## src/hill_cipher_3x3_mod26_defines.svh

```systemverilog
// Assertion macros for the Hill cipher block.
// Depends on nothing; included by the top level, which holds the assertions.
`ifndef HILL_CIPHER_3X3_MOD26_DEFINES_SVH
`define HILL_CIPHER_3X3_MOD26_DEFINES_SVH

`ifndef SYNTHESIS
// Same-cycle implication, disabled during reset.
`define HC_ASSERT_NOW(label, clk, rst, ante, cons) \
  label: assert property (@(posedge clk) disable iff (rst) (ante) |-> (cons)) \
    else $error("hill cipher check failed");
// Next-cycle implication, disabled during reset.
`define HC_ASSERT_NEXT(label, clk, rst, ante, cons) \
  label: assert property (@(posedge clk) disable iff (rst) (ante) |=> (cons)) \
    else $error("hill cipher check failed");
`else
`define HC_ASSERT_NOW(label, clk, rst, ante, cons)
`define HC_ASSERT_NEXT(label, clk, rst, ante, cons)
`endif

`endif

```

## src/hc_pkg.sv

```systemverilog
// Shared types, constants and modulo-26 helpers for the Hill cipher block.
// Used by hc_keyprep, hc_datapath and hill_cipher_3x3_mod26; depends on nothing.
package hc_pkg;

  localparam int BLOCK_SIZE_DEF = 3;
  localparam int KEY_W          = 45;
  localparam int LETTER_W       = 5;
  localparam int PDATA_W        = 64;
  localparam int PADDR_W        = 4;
  localparam int KEY_LAT        = 7;   // register stages in the key preparation pipeline

  // Register index decoded from paddr[PADDR_W-1:3].
  localparam logic [PADDR_W-4:0] REG_KEY = '0;

  localparam logic [4:0]  MODULUS   = 5'd26;
  // floor(2^16 / 26) + 1; exact quotient for any value below 2048.
  localparam logic [23:0] MOD_RECIP = 24'd2521;

  typedef logic [2:0][2:0][LETTER_W-1:0] mat_t;

  typedef struct packed {
    logic                req_type;
    logic [LETTER_W-1:0] letter_a;
    logic [LETTER_W-1:0] letter_b;
    logic [LETTER_W-1:0] letter_c;
  } in_item_t;

  typedef struct packed {
    logic [LETTER_W-1:0] out_a;
    logic [LETTER_W-1:0] out_b;
    logic [LETTER_W-1:0] out_c;
    logic                status;
  } out_item_t;

  typedef struct packed {
    mat_t enc;     // reduced key, entries outside the block zeroed
    mat_t dec;     // inverse key, entries outside the block zeroed
    logic ok;      // determinant is a unit modulo 26
    logic ready;   // matrices reflect the current key register
  } key_info_t;

  // Reduce a 5-bit value to 0..25.
  function automatic logic [4:0] red26(input logic [4:0] x);
    return (x >= MODULUS) ? x - MODULUS : x;
  endfunction

  // Remainder modulo 26 of an 11-bit value through a reciprocal multiply.
  function automatic logic [4:0] mod26(input logic [10:0] x);
    logic [23:0] prod;
    logic [6:0]  q;
    logic [10:0] r;
    prod = 24'(x) * MOD_RECIP;
    q    = prod[22:16];
    r    = x - 11'(q) * 11'(MODULUS);
    return r[4:0];
  endfunction

  // a - b modulo 26, both in 0..25.
  function automatic logic [4:0] sub26(input logic [4:0] a, input logic [4:0] b);
    return (a >= b) ? a - b : a + MODULUS - b;
  endfunction

  // -a modulo 26, a in 0..25.
  function automatic logic [4:0] neg26(input logic [4:0] a);
    return (a == 5'd0) ? 5'd0 : MODULUS - a;
  endfunction

  // Multiplicative inverse modulo 26; zero when none exists.
  function automatic logic [4:0] inv26(input logic [4:0] d);
    logic [4:0] r;
    case (d)
      5'd1:    r = 5'd1;
      5'd3:    r = 5'd9;
      5'd5:    r = 5'd21;
      5'd7:    r = 5'd15;
      5'd9:    r = 5'd3;
      5'd11:   r = 5'd19;
      5'd15:   r = 5'd7;
      5'd17:   r = 5'd23;
      5'd19:   r = 5'd11;
      5'd21:   r = 5'd5;
      5'd23:   r = 5'd17;
      5'd25:   r = 5'd25;
      default: r = 5'd0;
    endcase
    return r;
  endfunction

endpackage

```

## src/hc_datapath.sv

```systemverilog
// Four-stage letter pipeline: reduce, multiply, sum, reduce modulo 26.
// Depends on hc_pkg; matrices come from hc_keyprep.
module hc_datapath (
  input  logic                clk,
  input  logic                rst,
  input  logic                in_valid,
  output logic                in_stall,
  input  hc_pkg::in_item_t    in_item,
  input  hc_pkg::key_info_t   info,
  output logic                out_valid,
  input  logic                out_stall,
  output hc_pkg::out_item_t   out_item
);

  logic v1, v2, v3, v4;
  logic mv1, mv2, mv3, mv4;

  logic                 req1;
  logic [2:0][4:0]      blk1;
  logic [2:0][2:0][9:0] prod2;
  logic [2:0][10:0]     acc3;
  hc_pkg::mat_t         use_m;

  // A stage takes new data when it is empty or its contents move on.
  assign mv4 = !v4 || !out_stall;
  assign mv3 = !v3 || mv4;
  assign mv2 = !v2 || mv3;
  assign mv1 = !v1 || mv2;
  assign in_stall = !mv1;

  always_ff @(posedge clk) begin
    if (rst) begin
      v1 <= 1'b0;
      v2 <= 1'b0;
      v3 <= 1'b0;
      v4 <= 1'b0;
    end else begin
      if (mv1) v1 <= in_valid;
      if (mv2) v2 <= v1;
      if (mv3) v3 <= v2;
      if (mv4) v4 <= v3;
    end
  end

  always_ff @(posedge clk) begin
    if (mv1) begin
      req1    <= in_item.req_type;
      blk1[0] <= hc_pkg::red26(in_item.letter_a);
      blk1[1] <= hc_pkg::red26(in_item.letter_b);
      blk1[2] <= hc_pkg::red26(in_item.letter_c);
    end
  end

  assign use_m = req1 ? info.dec : info.enc;

  always_ff @(posedge clk) begin
    if (mv2) begin
      for (int i = 0; i < 3; i++) begin
        for (int j = 0; j < 3; j++) begin
          prod2[i][j] <= 10'(use_m[i][j]) * 10'(blk1[j]);
        end
      end
    end
  end

  always_ff @(posedge clk) begin
    if (mv3) begin
      for (int i = 0; i < 3; i++) begin
        acc3[i] <= 11'(prod2[i][0]) + 11'(prod2[i][1]) + 11'(prod2[i][2]);
      end
    end
  end

  always_ff @(posedge clk) begin
    if (mv4) begin
      if (info.ok) begin
        out_item.out_a  <= hc_pkg::mod26(acc3[0]);
        out_item.out_b  <= hc_pkg::mod26(acc3[1]);
        out_item.out_c  <= hc_pkg::mod26(acc3[2]);
        out_item.status <= 1'b0;
      end else begin
        out_item.out_a  <= '0;
        out_item.out_b  <= '0;
        out_item.out_c  <= '0;
        out_item.status <= 1'b1;
      end
    end
  end

  assign out_valid = v4;

endmodule

```

## config.mk

```make
export PLATFORM = sky130hd
export DESIGN_NAME = hc_datapath
export DESIGN_NICKNAME = d
export VERILOG_FILES = /design/src/hill_cipher_3x3_mod26_defines.svh /design/src/hc_pkg.sv /design/src/hc_datapath.sv
export SDC_FILE = /design/constraint.sdc
export NUM_CORES = 1
export LEC_CHECK = 0
export ABC_AREA = 1
export BUFFER_PORTS_ARGS = -buffer_cell sky130_fd_sc_hd__buf_2
export CORE_MARGIN = 2
export CORE_UTILIZATION = 52
export DETAILED_ROUTE_END_ITERATION = 10
export HOLD_SLACK_MARGIN = 0.02
export PLACE_DENSITY = 0.78
export SLEW_MARGIN = 20
export SYNTH_ARGS = -nofsm -noshare
export SYNTH_HDL_FRONTEND = slang
export SYNTH_SLANG_ARGS = --single-unit
export TNS_END_PERCENT = 100
```

## constraint.sdc

```tcl
create_clock -name clk -period 6.4 [get_ports clk]
set_input_delay 0.64 -clock clk [delete_from_list [all_inputs] [get_ports clk]]
set_output_delay 0.64 -clock clk [all_outputs]
set_load 0.02 [all_outputs]
```

; Yosys cells after proc, flatten, opt, wreduce, memory -nomap -nowiden
; Cells that the tools add are included.
[totals]
register_bits = 159
latchBits = 0
ram_bits = 0
romBits = 0
output_inout_bits = 18
word_cells = 69
memories = 0
[classes]
n_addsub = 12
multipliers = 15
div = 0
n_lt_le_gt_ge = 3
eq_ne = 0
shift = 0
n_mux = 5
bitwise = 0
reduce_logical = 10
[op_table]
columns = operator, count
row1 = 5-bit by 5-bit multiplier with 10-bit output, 9
row2 = "11-bit by 12-bit multiplier with 23-bit output, second input constant", 3
row3 = 45-bit 2-to-1 mux, 1
row4 = 10-bit by 10-bit adder with 11-bit output, 3
row5 = 11-bit by 10-bit adder with 11-bit output, 3
row6 = "7-bit by 4-bit multiplier with 4-bit output, second input constant", 3
row7 = "5-bit greater-or-equal comparator, second input constant", 3
row8 = 5-bit 2-to-1 mux, 3
row9 = 5-bit subtractor, 3
row10 = "5-bit subtractor, second input constant", 3
row11 = 1-bit logical NOT, 6
row12 = 1-bit logical OR, 4
row13 = 1-bit 2-to-1 mux, 1

; Longest topological paths before layout
[depth]
word_depth = 6
depth_mapped = 32
depth_no_buf = 32

; Least setup slack after synthesis
; No wires, ideal clock.
[synth_timing]
path_type = reg-to-reg
start = register acc3[2] in the netlist's numbering
end = register out_item[15] in the netlist's numbering (data pin)
setup_time_ps = 255
arrival_time_ps = 5555
required_ps = 6145
path_slack_ps = 591
stages_incl_launch_ff = 31
synth_period_minus_slack_ps = 5809
path_cell_list = edfxtp_1 > fa_1 > inv_1 > fa_1 > inv_1 > fa_1 > fa_1 > inv_1 > fa_1 > inv_1 > ha_1 > nand2_1 > nand2_1 > nand2_1 > nand2_1 > a21oi_2 > nand2_2 > nand2_2 > nand2_1 > xor2_1 > ha_1 > inv_1 > ha_1 > nand2_1 > nand2_1 > a31oi_1 > inv_1 > nand3_2 > nand3_1 > a21oi_1 > nor2_1
[synth_via]
elab_chain_cells = 3
[synth_lines]
columns = item, line_no
row1 = start: declaration, hc_datapath.sv:21  ; logic [2:0][10:0] acc3;
row2 = start signal: indexed assignment, hc_datapath.sv:69  ; acc3[i] <= 11'(prod2[i][0]) + 11'(prod2[i][1]) + 11'(prod2[i][2]);
row3 = 11-bit by 12-bit multiplier with 23-bit output, hc_pkg.sv:52  ; prod = 24'(x) * MOD_RECIP;
row4 = 7-bit by 4-bit multiplier with 4-bit output, hc_pkg.sv:54  ; r = x - 11'(q) * 11'(MODULUS);
row5 = 5-bit subtractor (*), hc_pkg.sv:54
row6 = end: declaration, hc_datapath.sv:12  ; output hc_pkg::out_item_t out_item
; Mark *: on every way between the ends. The rest lies on a longest branch, timed or not.
; A chain may end at the register's enable or synchronous reset.

; Worst setup path after layout
[layout_timing]
start = register acc3[29] in the netlist's numbering
end = register out_item[5] in the netlist's numbering (data pin)
[layout_via]
elab_chain_cells = 3
[layout_lines]
columns = item, line_no
row1 = 11-bit by 12-bit multiplier with 23-bit output, hc_pkg.sv:52
row2 = 7-bit by 4-bit multiplier with 4-bit output, hc_pkg.sv:54
row3 = 5-bit subtractor, hc_pkg.sv:54
; No other way between the ends.

==> qor.json <==
{
  "cts_bufs_inserted": {"value": 17},
  "place_ws": {"value": 316, "unit": "ps"},
  "setup.worst_path.start_class": {"value": "flop"},
  "synth.mux.area_fraction": {"value": 0.629, "unit": "%"},
  "die-area": {"value": 41400, "unit": "um2"},
  "syn2layout_area_growth": {"value": 9.78, "unit": "%"},
  "floorplan.core_area": {"value": 39500, "unit": "um2"},
  "clock_tree.buffer_depth": {"value": 2},
  "num_antenna_cells": {"value": 0},
  "via_count_of_the_first_global_routing_pass": {"value": 15600},
  "antenna_left": {"value": 0},
  "largest_fanout_on_the_critical_path": {"value": 6},
  "synth_enable_flop_cells": {"value": 155},
  "dr_total_vias": {"value": 14800},
  "outcome": {"value": "finished, final reports clean"},
  "max_cap_violations": {"value": 0},
  "r2r-start": {"value": "acc3[29]"},
  "detail_route.wirelength": {"value": 42400, "unit": "um"},
  "die_height": {"value": 203, "unit": "um"},
  "placed_cells": {"value": 2870},
  "detail_route.iter0.violations": {"value": 683},
  "post_synth_num_cell_types": {"value": 42},
  "clock.fmax": {"value": 0.164, "unit": "GHz"},
  "critical_path.endpoint_type": {"value": "flop"},
  "timing.clock.skew": {"value": 17.3, "unit": "ps"},
  "synth-compound-area-share": {"value": 6.08, "unit": "%"},
  "synth_area_per_cell": {"value": 9.32, "unit": "um2"},
  "postSynth.asyncResetShare": {"value": 0, "unit": "%"},
  "routedWlPerCell": {"value": 14.6, "unit": "um"},
  "cts_tree": {"value": "built"},
  "synth-xor-area-share": {"value": 4.48, "unit": "%"},
  "grt_antenna_before_repair": {"value": 0},
  "cpPeakStageDelay": {"value": 540, "unit": "ps"},
  "report.final.slew_viol_count": {"value": 0},
  "slew-limit-headroom": {"value": 39.6, "unit": "%"},
  "vias_per_cell": {"value": 5.07},
  "final_layout_size_suffix_gt1_share": {"value": 10.1, "unit": "%"},
  "busiest_grt_layer": {"value": "met2"},
  "horiz_die_dim": {"value": 203, "unit": "um"},
  "post_synth_instance_area": {"value": 20700, "unit": "um2"},
  "synth_cells": {"value": 2220},
  "io_buffers": {"value": 128},
  "detailedPlacementHpwl": {"value": 36100, "unit": "um"},
  "layout_common_cells": {"value": "inv_1, ha_1, nand2_1, fa_1, nor2_1"},
  "final_layout_net_count": {"value": 3089},
  "crit_path_start": {"value": "acc3[29]"},
  "fin_crit_sh": {"value": 95.1, "unit": "%"},
  "timing.final.setup_violations": {"value": 0},
  "clk_pin_slew": {"value": 80, "unit": "ps"},
  "grt_util_all_layers": {"value": 21.5, "unit": "%"},
  "clock_latency": {"value": 450, "unit": "ps"},
  "synth_top_flop_cell": {"value": "edfxtp_1"},
  "hold_path.startpoint": {"value": "in_item[15]"},
  "timing_worst_setup_path_type": {"value": "reg2reg"},
  "slack_of_the_critical_path": {"value": 310, "unit": "ps"},
  "hold_path.class": {"value": "in2reg"},
  "post_dp_cell_area": {"value": 22000, "unit": "um2"},
  "grt_met3_use": {"value": 2.92, "unit": "%"},
  "mostFrequentLayoutCell": {"value": "inv_1"},
  "cp.arrival": {"value": 6280, "unit": "ps"},
  "floorplan.rows": {"value": 73},
  "synth_seq_cells": {"value": 159},
  "clkSinkCount": {"value": 159},
  "final_core_utilization": {"value": 57.6, "unit": "%"},
  "wire_length_of_the_first_global_routing_pass": {"value": 71100, "unit": "um"},
  "synth_top_family_by_area": {"value": "adder cells"},
  "post_synth_and_or_nand_nor_area_fraction": {"value": 11.0, "unit": "%"},
  "floorplan.initialDensity": {"value": 52.4, "unit": "%"},
  "synth_adder_area_share": {"value": 44.6, "unit": "%"},
  "clock-root-buffer": {"value": "clkbuf_16"},
  "clock_tree.htree_level_count": {"value": 4},
  "critPathRequiredTime": {"value": 6590, "unit": "ps"},
  "grt_use_met1": {"value": 26.9, "unit": "%"},
  "worst_pin_slew": {"value": 897, "unit": "ps"},
  "gp_routability_congestion": {"value": 0.885},
  "num-fill-cells": {"value": 3320},
  "overflow": {"value": 0},
  "cts_hold_buffers": {"value": 0},
  "detail_route.first_pass.iterations": {"value": 7},
  "post-route-min-period": {"value": 6090, "unit": "ps"},
  "synth-seq-area-share": {"value": 22.9, "unit": "%"},
  "synthesis.nets": {"value": 2935},
  "grt_max_degree": {"value": 92},
  "yosysWarnings": {"value": 0},
  "crit_path_top_delay_cell": {"value": "edfxtp_1"},
  "met2_usage": {"value": 38.7, "unit": "%"},
  "drc": {"value": 0},
  "report.final.hold_viol_count": {"value": 0},
  "fin_cells": {"value": 2912},
  "finalInstanceArea": {"value": 22700, "unit": "um2"},
  "design.portCount": {"value": 130},
  "timing.critical_path.mode_cell": {"value": "inv_1"}
}
==> registers in the layout, indices dropped and copies added (netlist names), 15 cells and up <==
register and count:
out_item 16, blk1 15, acc3 33, prod2 90
==> cell type report <==
cell class | instances | area, um2 | share of cell area [%]
sequential | 159 | 4730 | 20.8
multi-input combinational | 1496 | 13800 | 60.9
clock buffer | 17 | 425 | 1.87
clock inverter | 15 | 160 | 0.705
timing repair buffer | 154 | 852 | 3.75
tap | 525 | 657 | 2.89
inverter | 546 | 2050 | 9.03
==> per-stage QoR <==
step | hold slack [ps] | TNS, ps
after detailed placement | 453 | 0
final | 371 | 0
after floorplan | 430 | 0
after global routing | 358 | -7.32
after global placement | 440 | 0
after CTS | 359 | 0
==> worst paths after layout <==
kind / slack [ps] / depth (start not counted) / end
worst min-delay path: 370 / 1 / req1
worst max register to register: 310 / 29 / out_item[5]
worst min register to register: 460 / 2 / out_valid
worst max-delay path: 310 / 29 / out_item[5]
==> worst max-delay path: cells and delay by family, from the launching register on <==
kind	cells	cell delay [ps]
flip-flops	1	540
AND/OR/NAND/NOR	9	700
XOR/XNOR	2	380
buffers and inverters	7	430
adder cells (fa/ha/maj)	8	3400
AO/OA/AOI/OAI	3	400
==> Yosys cell counts (4+ instances only) <==
cell | instances | area (um2)
ha_1 | 378 | 4730
clkinv_1 | 5 | 18.8
o21ai_1 | 20 | 100
mux2i_1 | 13 | 130
buf_1 | 5 | 18.8
nor3_1 | 7 | 35.0
a31oi_1 | 8 | 50.1
clkbuf_1 | 7 | 26.3
fa_1 | 225 | 4500
nand2_2 | 11 | 68.8
or2_2 | 12 | 75.1
nand2_1 | 282 | 1060
a21oi_1 | 89 | 445
xnor2_1 | 33 | 289
nand3_1 | 46 | 230
o21bai_1 | 5 | 37.5
a21o_1 | 20 | 150
o21ai_0 | 53 | 265
xor2_1 | 71 | 622
inv_2 | 5 | 18.8
edfxtp_1 | 155 | 4650
dfxtp_1 | 4 | 80.1
inv_1 | 536 | 2010
buf_2 | 6 | 30.0
nor2_1 | 178 | 668
a21oi_2 | 15 | 131
==> timing repair <==
| action | CTS | global route |
|---|---|---|
| endpoints found under the setup margin | 0 | 3 |
| gates resized for setup | 0 | 2 |
| buffers inserted | 0 | 10 |
==> routing by layer <==
metal	wire (um)	vias up
li1	-	7294
met3	1780	74
met1	18600	7009
met4	1010	0
met2	20900	379
met5	0	-
==> kinds of logic (layout without fill, tap and decap cells) <==
family	after synthesis	after routing
DFF	159	159
AOI/OAI and AO/OA	220	220
and+or+nand+nor	555	555
xor gates and xnor gates	105	105
muxes	13	13
buffers and inverters	565	732
adders and majority gates	603	603
Power is not shown: default switching activity piles up to over one toggle a cycle in this logic, so the estimate is an artifact.
